### src/rtl/frti_pkg.sv
// Package for the float round-to-integral block: mode codes, constants and
// the combinational rounding function. No dependencies.
`default_nettype none
package frti_pkg;

  typedef logic [1:0]  mode_t;
  typedef logic [31:0] fbits_t;

  localparam mode_t MODE_TRUNC = 2'd0;
  localparam mode_t MODE_CEIL  = 2'd1;
  localparam mode_t MODE_FLOOR = 2'd2;
  localparam mode_t MODE_ROUND = 2'd3;

  localparam int unsigned FracBits = 23;
  localparam logic [7:0] IntExp  = 8'd150;
  localparam logic [7:0] HalfExp = 8'd126;
  localparam fbits_t SignBit = 32'h8000_0000;
  localparam fbits_t OnePos  = 32'h3F80_0000;
  localparam fbits_t OneNeg  = 32'hBF80_0000;
  localparam logic [23:0] RndMask = 24'hFF_FFFF;
  localparam logic [23:0] RndUnit = 24'h80_0000;

  function automatic fbits_t round_bits(mode_t mode, fbits_t x);
    logic        sgn;
    logic [30:0] mag;
    logic [7:0]  e;
    logic [4:0]  sh_r;
    logic [4:0]  sh_t;
    logic [30:0] m;
    logic [30:0] sum;
    logic [30:0] lostm;
    logic        up;
    fbits_t      res;
    sgn   = x[31];
    mag   = x[30:0];
    e     = x[30:23];
    sh_r  = 5'(e - HalfExp);
    sh_t  = 5'(IntExp - e);
    m     = {7'd0, RndMask >> sh_r};
    if (sh_r == 5'd0) m = m >> 1;
    sum   = mag + {7'd0, RndUnit >> sh_r};
    lostm = (31'd1 << sh_t) - 31'd1;
    up    = ((mag & lostm) != 31'd0) &&
            (((mode == MODE_CEIL) && !sgn) || ((mode == MODE_FLOOR) && sgn));
    if (e >= IntExp) begin
      res = x;
    end else if (mode == MODE_ROUND) begin
      if (e < HalfExp) res = {sgn, 31'd0};
      else             res = {sgn, sum & ~m};
    end else if (e < 8'(IntExp - FracBits)) begin
      case (mode)
        MODE_CEIL:  res = sgn ? SignBit : ((mag != 31'd0) ? OnePos : 32'd0);
        MODE_FLOOR: res = (sgn && (mag != 31'd0)) ? OneNeg : {sgn, 31'd0};
        default:    res = {sgn, 31'd0};
      endcase
    end else begin
      res = {sgn, ((mag & ~lostm) + (up ? (31'd1 << sh_t) : 31'd0))};
    end
    return res;
  endfunction

endpackage
`default_nettype wire

### src/rtl/frti_if.sv
// Valid/ready channel interfaces for the rounding block.
// Depends on frti_pkg.
`default_nettype none
interface frti_in_if (input wire logic clk);
  logic               valid;
  logic               ready;
  frti_pkg::mode_t    mode;
  frti_pkg::fbits_t   value_bits;
  modport source (output valid, mode, value_bits, input ready);
  modport sink   (input valid, mode, value_bits, output ready);
endinterface

interface frti_out_if (input wire logic clk);
  logic               valid;
  logic               ready;
  frti_pkg::fbits_t   result_bits;
  modport source (output valid, result_bits, input ready);
  modport sink   (input valid, result_bits, output ready);
endinterface
`default_nettype wire

### src/rtl/float_round_to_integral.sv
// Top level of the float round-to-integral unit: input register, rounding
// logic, result register. Depends on frti_pkg and frti_if.
//
//   channel | dir | payload
//   in_     | in  | mode, value_bits
//   out_    | out | result_bits
//
// One transaction per cycle unless the result side stalls; input register
// then result register. Round logic: shifts, masks and 31-bit adds.
// Synchronous active-low reset clears both valid flags.
// Stall: each stage advances when it is empty or its content is taken downstream.
`default_nettype none
module float_round_to_integral (
  input  wire logic clk,
  input  wire logic rst_n,
  frti_in_if.sink   in_ch,
  frti_out_if.source out_ch
);
  import frti_pkg::*;

  logic   s1_vld_r;
  mode_t  s1_mode_r;
  fbits_t s1_val_r;
  logic   o_vld_r;
  fbits_t o_res_r;
  logic   o_adv;
  logic   s1_adv;

  assign o_adv  = !o_vld_r || out_ch.ready;
  assign s1_adv = !s1_vld_r || o_adv;
  assign in_ch.ready = s1_adv;

  always_ff @(posedge clk) begin
    if (!rst_n) begin
      s1_vld_r <= 1'b0;
      o_vld_r  <= 1'b0;
    end else begin
      if (s1_adv) s1_vld_r <= in_ch.valid;
      if (o_adv)  o_vld_r  <= s1_vld_r;
    end
    if (s1_adv && in_ch.valid) begin
      s1_mode_r <= in_ch.mode;
      s1_val_r  <= in_ch.value_bits;
    end
    if (o_adv && s1_vld_r) o_res_r <= round_bits(s1_mode_r, s1_val_r);
  end

  assign out_ch.valid       = o_vld_r;
  assign out_ch.result_bits = o_res_r;
endmodule
`default_nettype wire

### src/flat_wrapper.sv
// flat-port wrapper written by rule: the top's interface ports become plain ports
module float_round_to_integral_flat import frti_pkg::*;
  (clk, rst_n, in_ch_valid, in_ch_mode, in_ch_value_bits, in_ch_ready, out_ch_valid, out_ch_result_bits, out_ch_ready);
  frti_in_if in_ch_i (.clk(clk));
  frti_out_if out_ch_i (.clk(clk));
  input  wire logic clk;
  input  wire logic rst_n;
  input wire logic [$bits(in_ch_i.valid)-1:0] in_ch_valid;
  input wire logic [$bits(in_ch_i.mode)-1:0] in_ch_mode;
  input wire logic [$bits(in_ch_i.value_bits)-1:0] in_ch_value_bits;
  output wire logic [$bits(in_ch_i.ready)-1:0] in_ch_ready;
  output wire logic [$bits(out_ch_i.valid)-1:0] out_ch_valid;
  output wire logic [$bits(out_ch_i.result_bits)-1:0] out_ch_result_bits;
  input wire logic [$bits(out_ch_i.ready)-1:0] out_ch_ready;
  assign in_ch_i.valid = in_ch_valid;
  assign in_ch_i.mode = in_ch_mode;
  assign in_ch_i.value_bits = in_ch_value_bits;
  assign in_ch_ready = in_ch_i.ready;
  assign out_ch_valid = out_ch_i.valid;
  assign out_ch_result_bits = out_ch_i.result_bits;
  assign out_ch_i.ready = out_ch_ready;
  float_round_to_integral u_core (.clk(clk), .rst_n(rst_n), .in_ch(in_ch_i), .out_ch(out_ch_i));
endmodule
### config.mk
export PLATFORM = sky130hd
export DESIGN_NAME = float_round_to_integral_flat
export DESIGN_NICKNAME = d
export VERILOG_FILES = /design/src/rtl/frti_pkg.sv /design/src/rtl/frti_if.sv /design/src/rtl/float_round_to_integral.sv /design/src/flat_wrapper.sv
export SDC_FILE = /design/constraint.sdc
export NUM_CORES = 1
export LEC_CHECK = 0
export BUFFER_PORTS_ARGS = -buffer_cell sky130_fd_sc_hd__buf_2
export CORE_MARGIN = 8
export CORE_UTILIZATION = 55
export CTS_CLUSTER_DIAMETER = 40
export CTS_CLUSTER_SIZE = 10
export DETAILED_ROUTE_END_ITERATION = 7
export PLACE_DENSITY = 0.87
export SLEW_MARGIN = 25
export SYNTH_ARGS = -nofsm -noshare
export SYNTH_HDL_FRONTEND = slang
export SYNTH_SLANG_ARGS = --single-unit
### constraint.sdc
create_clock -name clk -period 6.8 [get_ports clk]
set_input_delay 0.68 -clock clk [delete_from_list [all_inputs] [get_ports clk]]
set_output_delay 0.68 -clock clk [all_outputs]
set_load 0.01 [all_outputs]
Word-level counts from Yosys, hierarchy flattened
Index checks and enable logic that the tools add are counted.
{ "classes": {"order_cmp": 3, "n_reduce_logical": 15, "addsub": 5, "n_eq_ne": 3, "muxes": 11, "bitwise_logic": 5, "shifts": 3} }
{ "ops": {"columns": ["op", "count"], "rows": [
  ["2-to-1 mux 32 bit", 5],
  ["AND 31 bit", 3],
  ["2-to-1 mux 31 bit", 3],
  ["one-hot mux 32 bit (2 select lines)", 1],
  ["inverter 31 bit", 2],
  ["nonzero test 31 bit", 2],
  ["right shift 24 x 5 -> 24 bit, first input constant", 2],
  ["adder 31 x 24 -> 31 bit", 1],
  ["adder 31 bit", 1],
  ["<< shifter 1 x 5 -> 31 bit, first input constant", 1],
  ["subtractor 31 x 1 -> 31 bit, second input constant", 1],
  ["2-to-1 mux 30 bit", 1],
  ["2-to-1 mux 24 bit", 1],
  ["< comparator 8 x 7 -> 1 bit, second input constant", 2],
  [">= comparator 8 bit, second input constant", 1],
  ["logical AND 1 bit", 6],
  ["logical NOT 5 bit", 1],
  ["subtractor 5 bit, first input constant", 1],
  ["subtractor 5 bit, second input constant", 1],
  ["equality test 2 bit, second input constant", 2],
  ["logical NOT 1 bit", 3],
  ["logical OR 1 bit", 3],
  ["equality test 2 x 1 -> 1 bit, second input constant", 1]
]} }
{ "word_totals": {"out_inout_bits": 34, "in_bits": 38, "reg_bits": 68} }

Longest topological paths before layout
Gate-level depths: netlist (run 1).
{ "depth": {"ltp_word": 11, "depth_mapped": 33} }

Worst setup path before layout (run 1)
Ideal clock, no wire load.
{ "synth_timing": {"path_kind": "flip-flop to flip-flop", "from": "register u_core.s1_val_r[24]", "to": "register u_core.o_res_r[29], in the netlist u_core.out_ch.result_bits[29] (data pin)", "n_path_buf": 4, "arrival_time_ns": 6.443, "path_stages_with_launch": 30, "slack_ns": 0.102, "cell_sequence": "edfxtp_1 > ha_1 > buf_2 > buf_2 > a21oi_1 > buf_2 > nor2_1 > nand3_1 > ha_1 > and2_2 > nand3_2 > or3_4 > a221oi_1 > nand4b_1 > or3_4 > o31ai_4 > or2_1 > buf_2 > nor2_1 > ha_1 > a21o_1 > o41ai_1 > a21oi_1 > o41ai_1 > o31ai_1 > a221oi_1 > xnor2_1 > a21oi_1 > o31ai_1 > o21a_1"} }
{ "synth_via": {"elab_chain_cells": 11, "word_cells_on_any_way": 27, "classes_between": "add/sub: 5; order compare: 3; shift: 2; mux: 9; bitwise: 4; reduce/logical: 4"} }
{ "synth_rtl": {"columns": ["item", "line", "text"], "rows": [
  ["from (decl)", "float_round_to_integral.sv:23", "fbits_t s1_val_r;"],
  ["from (signal assigned)", "float_round_to_integral.sv:43", "s1_val_r <= in_ch.value_bits;"],
  ["subtractor 5 bit", "frti_pkg.sv:38", "sh_t = 5'(IntExp - e);"],
  ["<< shifter 1 x 5 -> 31 bit", "frti_pkg.sv:42, frti_pkg.sv:57", null],
  ["subtractor 31 x 1 -> 31 bit", "frti_pkg.sv:42", "lostm = (31'd1 << sh_t) - 31'd1;"],
  ["AND 31 bit", "frti_pkg.sv:43", "up = ((mag & lostm) != 31'd0) &&"],
  ["nonzero test 31 bit", "frti_pkg.sv:43", null],
  ["logical AND 1 bit", "frti_pkg.sv:43", null],
  ["2-to-1 mux 31 bit", "frti_pkg.sv:57", "res = {sgn, ((mag & ~lostm) + (up ? (31'd1 << sh_t) : 31'd0))};"],
  ["adder 31 bit", "frti_pkg.sv:57", null],
  ["2-to-1 mux 32 bit", "frti_pkg.sv:50", "end else if (e < 8'(IntExp - FracBits)) begin"],
  ["2-to-1 mux 32 bit", "frti_pkg.sv:47", "end else if (mode == MODE_ROUND) begin"],
  ["2-to-1 mux 32 bit *", "frti_pkg.sv:45", "if (e >= IntExp) begin"],
  ["to (signal assigned)", "float_round_to_integral.sv:45", "if (o_adv && s1_vld_r) o_res_r <= round_bits(s1_mode_r, s1_val_r);"],
  ["to (decl)", "float_round_to_integral.sv:25", "fbits_t o_res_r;"]
]} }
Every way passes the cells marked *; elsewhere a longest branch is shown, timed or not.
A chain may end at the register's enable or synchronous reset.

Final worst setup path (run 1)
{ "layout_timing": {"from": "register u_core.s1_val_r[24]", "to": "register u_core.o_res_r[30], in the netlist u_core.out_ch.result_bits[30] (data pin)"} }
Same word-level chain as after synthesis.

==> results of run 1 <==
[per-stage QoR]
stage	setup WS, ps	util (%)	instances	hold slack, ps	instance area (sq um)
after floorplan	102	-	987	477	7970
after global placement	86.8	62.7	1285	499	9000
after detailed placement	-129	62.7	1285	513	9000
after CTS	44.8	64.6	1301	490	9290
after global routing	-25.6	65.7	1307	493	9430
final	282	65.7	1307	502	9430
[sequential cells by signal, summed over array words and instances (netlist names)]
name and count:
u_core.s1_mode_r 2, u_core.s1_vld_r 1, u_core.s1_val_r 32, u_core.out_ch.result_bits 32
u_core.out_ch.valid 1
[logic make-up after synthesis]
logic type / Yosys count / synth area share, %
buffers and inverters: 84 / 4.69
adders and majority gates: 64 / 10.2
DFF: 68 / 25.4
muxes: 4 / 0.518
and+or+nand+nor: 356 / 22.4
AOI/OAI and AO/OA: 351 / 30.0
xor gates and xnor gates: 60 / 6.78
[power groups by stage]
stage | clock, W | sequential (W) | combinational (W)
4_1_cts | 0.000436 | 0.000520 | 0.000497
2_1_floorplan | 0 | 0.000523 | 0.000324
3_3_place_gp | 0 | 0.000527 | 0.000486
6_report | 0.000430 | 0.000522 | 0.000524
3_5_place_dp | 0 | 0.000528 | 0.000493
5_1_grt | 0.000456 | 0.000523 | 0.000556
[cells in the mapped netlist, drive strengths merged, types with 4 or more instances]
library cell  number
a31oi             20
clkbuf            21
o2111ai            7
and4               5
o21a              19
a21o              38
o31ai             11
edfxtp            66
nand3             22
a22oi              4
inv               35
o311ai             6
a21boi             9
and3               5
nor2b             10
nand2b            19
xnor2             41
nor3              21
nand4             10
o21bai             8
or2                6
o31a               4
a221oi             4
and2              10
nor3b              6
nand2             66
and3b              5
o21ai             50
a2111oi            8
a211oi            12
xor2              19
nor2             133
buf               27
or3               14
a32oi             12
a21oi             93
a22o               5
o211ai             8
ha                62
nor4              13
[cell type report]
type / count / area (sq um)
fillers: 1210 / 4930
clock inverters: 2 / 10.0
clock buffers: 14 / 254
multi-input cells: 835 / 5700
flip-flops and latches: 68 / 2020
well taps: 184 / 230
repair buffers: 168 / 1080
inverters: 36 / 135
[layer usage]
layer	vias to the layer above	part of all wire (%)	GRT usage (%)
met4	0	4.9	15.6
li1	3998	-	-
met3	144	13	6.76
met5	-	0	0
met2	649	45	46.8
met1	4038	38	37.3
[timing repair]
| item | in CTS | in global routing |
|---|---|---|
| setup buffers | 0 | 6 |
| gates resized for setup | 5 | 26 |
| hold endpoints to repair | 0 | 0 |
| setup endpoints to repair | 6 | 14 |
| pin swaps | 0 | 11 |
[worst max-delay path by stage]
stage | startpoint | endpoint | slack [ps] | depth (start not counted)
after CTS | u_core.s1_val_r[24] | u_core.out_ch.result_bits[30] | 40 | 28
after detailed placement | u_core.s1_val_r[24] | u_core.out_ch.result_bits[29] | -130 | 27
after global placement | u_core.s1_val_r[24] | u_core.out_ch.result_bits[29] | 90 | 27
final | u_core.s1_val_r[24] | u_core.out_ch.result_bits[30] | 280 | 27
after floorplan | u_core.s1_val_r[24] | u_core.out_ch.result_bits[29] | 100 | 29
after global routing | u_core.s1_val_r[24] | u_core.out_ch.result_bits[30] | -30 | 28
[cell usage in the layout (no fill, tap or decap), types with 19 or more instances in the layout]
| cell type | Yosys | layout |
|---|---|---|
| ha_1 | 62 | 61 |
| o21ai_0 | 45 | 39 |
| nor2_1 | 126 | 125 |
| nand3_1 | 21 | 20 |
| nand2_1 | 64 | 64 |
| buf_2 | 13 | 71 |
| a21o_1 | 38 | 38 |
| buf_4 | 3 | 97 |
| nor3_1 | 20 | 20 |
| xnor2_1 | 40 | 39 |
| nand2b_1 | 19 | 19 |
| edfxtp_1 | 66 | 66 |
| a21oi_1 | 93 | 91 |
| o21a_1 | 19 | 19 |
| inv_1 | 33 | 33 |
| a31oi_1 | 20 | 20 |
==> flow_metrics.py, run 1 <==
metrics = {
    "clocking": {
        "root_buffer": "clkbuf_16",
        "htreeDepth": 3,
        "cts_tree": "built",
        "cts_buffers": 9,
        "cts-hold-fix-buffers": 0,
        "clock_sinks": 68,
        "clk_pin_slew_ps": 60,
        "clockBufferDepth": 2,
        "worstSkewPairLatency_ps": 350,
    },
    "floorplanning": {
        "start_util_pct": 55.5,
        "rows": 44,
        "ioPinCount": 72,
        "die_w_um": 136,
        "core_sq_um": 14400,
        "fp.dieArea_sq_um": 18600,
        "die_y_um": 136,
    },
    "sta": {
        "finalMaxSlewViolations": 0,
        "setup_tns_ps": 0,
        "post-route-period-util_pct": 95.9,
        "finalSetupViolCount": 0,
        "fmax_mhz": 153,
        "finalClockSkew_ps": 8.43,
        "tightest_slew_ps": 731,
        "slew_headroom_pct": 50.8,
        "layout_min_cycle_time_ps": 6520,
        "finalHoldViolCount": 0,
    },
    "hold_path": {
        "hold_start": "in_ch_value_bits[12]",
        "hold_class": "input pin to flop",
        "holdPathStages": 1,
        "hold_path_end": "u_core.s1_val_r[12]",
    },
    "critical_path": {
        "regToRegStartpoint": "u_core.s1_val_r[24]",
        "cp_max_fo": 10,
        "crit_buf_inv": 4,
        "end_kind": "flop",
        "cp.arrival_ps": 6590,
        "worstSetupPathType": "flop to flop",
        "reg2reg_slack_ps": 280,
        "cp_top_family": "compound AO/OA/AOI/OAI gates",
        "slowest_delay_ps": 450,
        "start_kind": "flop",
        "cp_common_cell": "buf_4",
        "cp_slowest_cell": "or3_4",
        "cp.required_ps": 6870,
        "reg2reg_to": "u_core.out_ch.result_bits[30]",
        "r2r_cells": 27,
    },
    "synth": {
        "yosysSeqAreaShare_pct": 25.4,
        "avgSynthCellArea_sq_um": 8.08,
        "syn-cell-area_sq_um": 7970,
        "async_reset_ff_share_pct": 0,
        "synth_area_leaders": "edfxtp_1 (25%), ha_1 (9.7%), nor2_1 (5.9%)",
        "yosys_warnings": 0,
        "synth_cell_types": 91,
        "syn_inst": 987,
        "synth_edf_count": 66,
        "synth_top_area_share_pct": 24.9,
        "syn_nets": 1089,
        "ys.flop_type": "edfxtp_1",
        "ys_ff_latch": 68,
        "yosys.area.top_type": "edfxtp_1",
    },
    "grt": {
        "grt_pass1_wl_um": 43000,
        "grt_start_max_net_pins": 55,
        "grtUsageTotal_pct": 29.7,
        "antenna_found_initial": 0,
        "grt_overflow": 0,
        "grt_pass1_vias": 8206,
    },
    "place": {
        "gp_congestion": 1.05,
        "numPortBuffers": 71,
        "dpl.hpwl_um": 21800,
    },
    "power_and_ir_drop": {
        "power_w": 0.00148,
        "switchingPower_w": 0.000519,
        "switching_share_pct": 35.2,
        "clockPowerShare_pct": 29.1,
        "powerDensity_nw_per_um2": 156,
        "seqPwrFrac_pct": 35.4,
        "leakagePower_nw": 4.15,
        "p_comb_share_pct": 35.5,
        "p_int_w": 0.000956,
        "ir_drop_mv": 0.132,
    },
    "cells_and_area": {
        "diodes": 0,
        "fin_nets": 1220,
        "area_growth_pct": 18.3,
        "drive_above_1_share_pct": 20.8,
    },
    "drt": {
        "dr.pass1.iters": 6,
        "drt_iter0_drc": 1473,
        "dr_total_vias": 8829,
        "route.detailed.drc": 0,
        "wirelength_um": 28200,
        "ant_nets": 0,
        "routedWlPerCell_um": 21.5,
        "viasPerCell": 6.76,
    },
    "flow_run": {
        "timing.max_cap.violations": 0,
    },
    "status": {
        "outcome": "finished, final reports clean",
    },
}
Power figures use the tool's default switching activity.
==> run 2, diff against run 1 <==
--- a/config.mk
+++ b/config.mk
@@ -9,8 +9,9 @@
 export CORE_MARGIN = 8
 export CORE_UTILIZATION = 55
 export CTS_CLUSTER_DIAMETER = 40
-export CTS_CLUSTER_SIZE = 10
+export CTS_CLUSTER_SIZE = 28
 export DETAILED_ROUTE_END_ITERATION = 7
+export GPL_TIMING_DRIVEN = 0
 export PLACE_DENSITY = 0.87
 export SLEW_MARGIN = 25
 export SYNTH_ARGS = -nofsm -noshare
==> run 2 against run 1 <==
Net effect: design area increased by 2.1%; total power increased by 4.4%; clock skew decreased by 1.3 ps; setup slack got worse by 140 ps; largest cell class unchanged.
==> flow_metrics.py, run 2 (synthesized netlist as in run 1, its figures left out) <==
metrics = {
    "sta": {
        "slew_headroom_pct": 44.3,
        "fmax_mhz": 150,
        "layout_min_cycle_time_ps": 6660,
        "finalMaxSlewViolations": 0,
        "post-route-period-util_pct": 98.0,
        "finalSetupViolCount": 0,
        "finalClockSkew_ps": 7.12,
        "tightest_slew_ps": 827,
        "finalHoldViolCount": 0,
    },
    "power_and_ir_drop": {
        "power_w": 0.00154,
        "leakagePower_nw": 4.09,
        "powerDensity_nw_per_um2": 160,
        "ir_drop_mv": 0.125,
    },
    "place": {
        "numPortBuffers": 71,
        "gp_congestion": 1.05,
        "post_dp_cell_area_sq_um": 8610,
        "dpl.hpwl_um": 22100,
    },
    "drt": {
        "drt_iter0_drc": 1335,
        "dr_total_vias": 8860,
        "route.detailed.drc": 0,
        "viasPerCell": 6.84,
        "dr.pass1.iters": 6,
        "routedWlPerCell_um": 22.5,
        "ant_nets": 0,
        "wirelength_um": 29100,
    },
    "clocking": {
        "cts_buffers": 9,
        "root_buffer": "clkbuf_16",
        "clockBufferDepth": 2,
        "worstSkewPairLatency_ps": 350,
        "clk_pin_slew_ps": 60,
        "cts_tree": "built",
        "htreeDepth": 3,
        "cts-hold-fix-buffers": 0,
        "clock_sinks": 68,
    },
    "cells_and_area": {
        "regArea_sq_um": 2020,
        "diodes": 0,
        "layout_common_cells": "nor2_1 (120), a21oi_1 (84), buf_2 (76)",
        "final_area_sq_um": 9630,
        "area_growth_pct": 20.8,
        "drive_above_1_share_pct": 21.4,
        "multi_input_area_sq_um": 5970,
        "layout_commonest_cell": "nor2_1",
        "fin_nets": 1209,
        "fill_cells": 1170,
    },
    "floorplanning": {
        "fp.dieArea_sq_um": 18600,
        "core_sq_um": 14400,
        "rows": 44,
        "start_util_pct": 55.5,
        "die_y_um": 136,
        "die_w_um": 136,
        "ioPinCount": 72,
    },
    "critical_path": {
        "cp_slowest_cell": "or3_4",
        "worstSetupPathType": "flop to flop",
        "cp_top_family": "compound AO/OA/AOI/OAI gates",
        "regToRegStartpoint": "u_core.s1_val_r[25]",
        "crit_buf_inv": 5,
        "cp.required_ps": 6900,
        "r2r_cells": 31,
        "cp_max_fo": 8,
        "start_kind": "flop",
        "reg2reg_slack_ps": 140,
        "cp.arrival_ps": 6770,
        "slowest_delay_ps": 470,
        "reg2reg_to": "u_core.out_ch.result_bits[29]",
        "end_kind": "flop",
        "path_depth": 31,
    },
    "hold_path": {
        "hold_start": "in_ch_value_bits[24]",
        "hold_path_end": "u_core.s1_val_r[24]",
        "hold_class": "input pin to flop",
        "holdPathStages": 1,
    },
    "flow_run": {
        "timing.max_cap.violations": 0,
    },
    "grt": {
        "grt_pass1_wl_um": 44100,
        "grt_pass1_vias": 8166,
        "grt_overflow": 0,
        "antenna_found_initial": 0,
        "grt_start_max_net_pins": 32,
        "grtUsageTotal_pct": 30.5,
    },
    "status": {
        "outcome": "finished, final reports clean",
    },
}
-- run 2: cell type report --
class                   count  area share [%]
plain buffers              48            3.21
clock buffers              11            2.52
clock inverters             5           0.546
inverters                  36            1.43
multi-input cells         835            62.0
flip-flops and latches     68            21.0
well taps                 184            2.39
repair buffers            109            6.89
-- run 2: repair_timing --
item                                   CTS  global route
cloned                                   0             1
setup endpoints to repair               25            18
endpoints found under the hold margin    0             0
pin swaps                               12            32
gates resized for setup                 39            76
buffers inserted                         8            27
-- run 2: power by group --
part / internal (W) / switching [W]
Combinational: 0.000204 / 0.000336
Clock: 0.000292 / 0.000187
Sequential: 0.000493 / 0.0000269
-- run 2: worst reg2reg max path, delay by kind of cell, from the launching register on --
family          cells  cell delay, ps
compound gates     11            2300
simple gates       11            2050
buf+inv             5             770
fa+ha+maj           3             730
flops               1             430
xor+xnor            1             140
-- run 2: metal layers --
layer  GRT usage [%]  routed length, um
met3            6.84               3510
met1            38.9              11200
met4            18.4               1620
met5               0                  0
met2            46.1              12800
-- run 2: how the worst max path moves through the flow --
stage / from / to / slack [ps]
final: u_core.s1_val_r[25] / u_core.out_ch.result_bits[29] / 140
after global routing: u_core.s1_val_r[25] / u_core.out_ch.result_bits[29] / -80
after CTS: u_core.s1_val_r[24] / u_core.out_ch.result_bits[29] / 20
after detailed placement: u_core.s1_val_r[24] / u_core.out_ch.result_bits[29] / -1570
after global placement: u_core.s1_val_r[24] / u_core.out_ch.result_bits[29] / -1600
after floorplan: u_core.s1_val_r[24] / u_core.out_ch.result_bits[29] / 100
-- run 2: metrics by stage --
stage / worst slack (ps) / std cells / TNS, ps / hold WS (ps) / utilization, %
2_1_floorplan: 102 / 987 / 0 / 477 / -
3_3_place_gp: -1600 / 1242 / -19190 / 496 / 59.6
3_5_place_dp: -1570 / 1244 / -20150 / 521 / 59.9
4_1_cts: 24.4 / 1268 / 0 / 494 / 63.4
5_1_grt: -80.0 / 1296 / -375 / 494 / 67.0
6_report: 138 / 1296 / 0 / 497 / 67.0
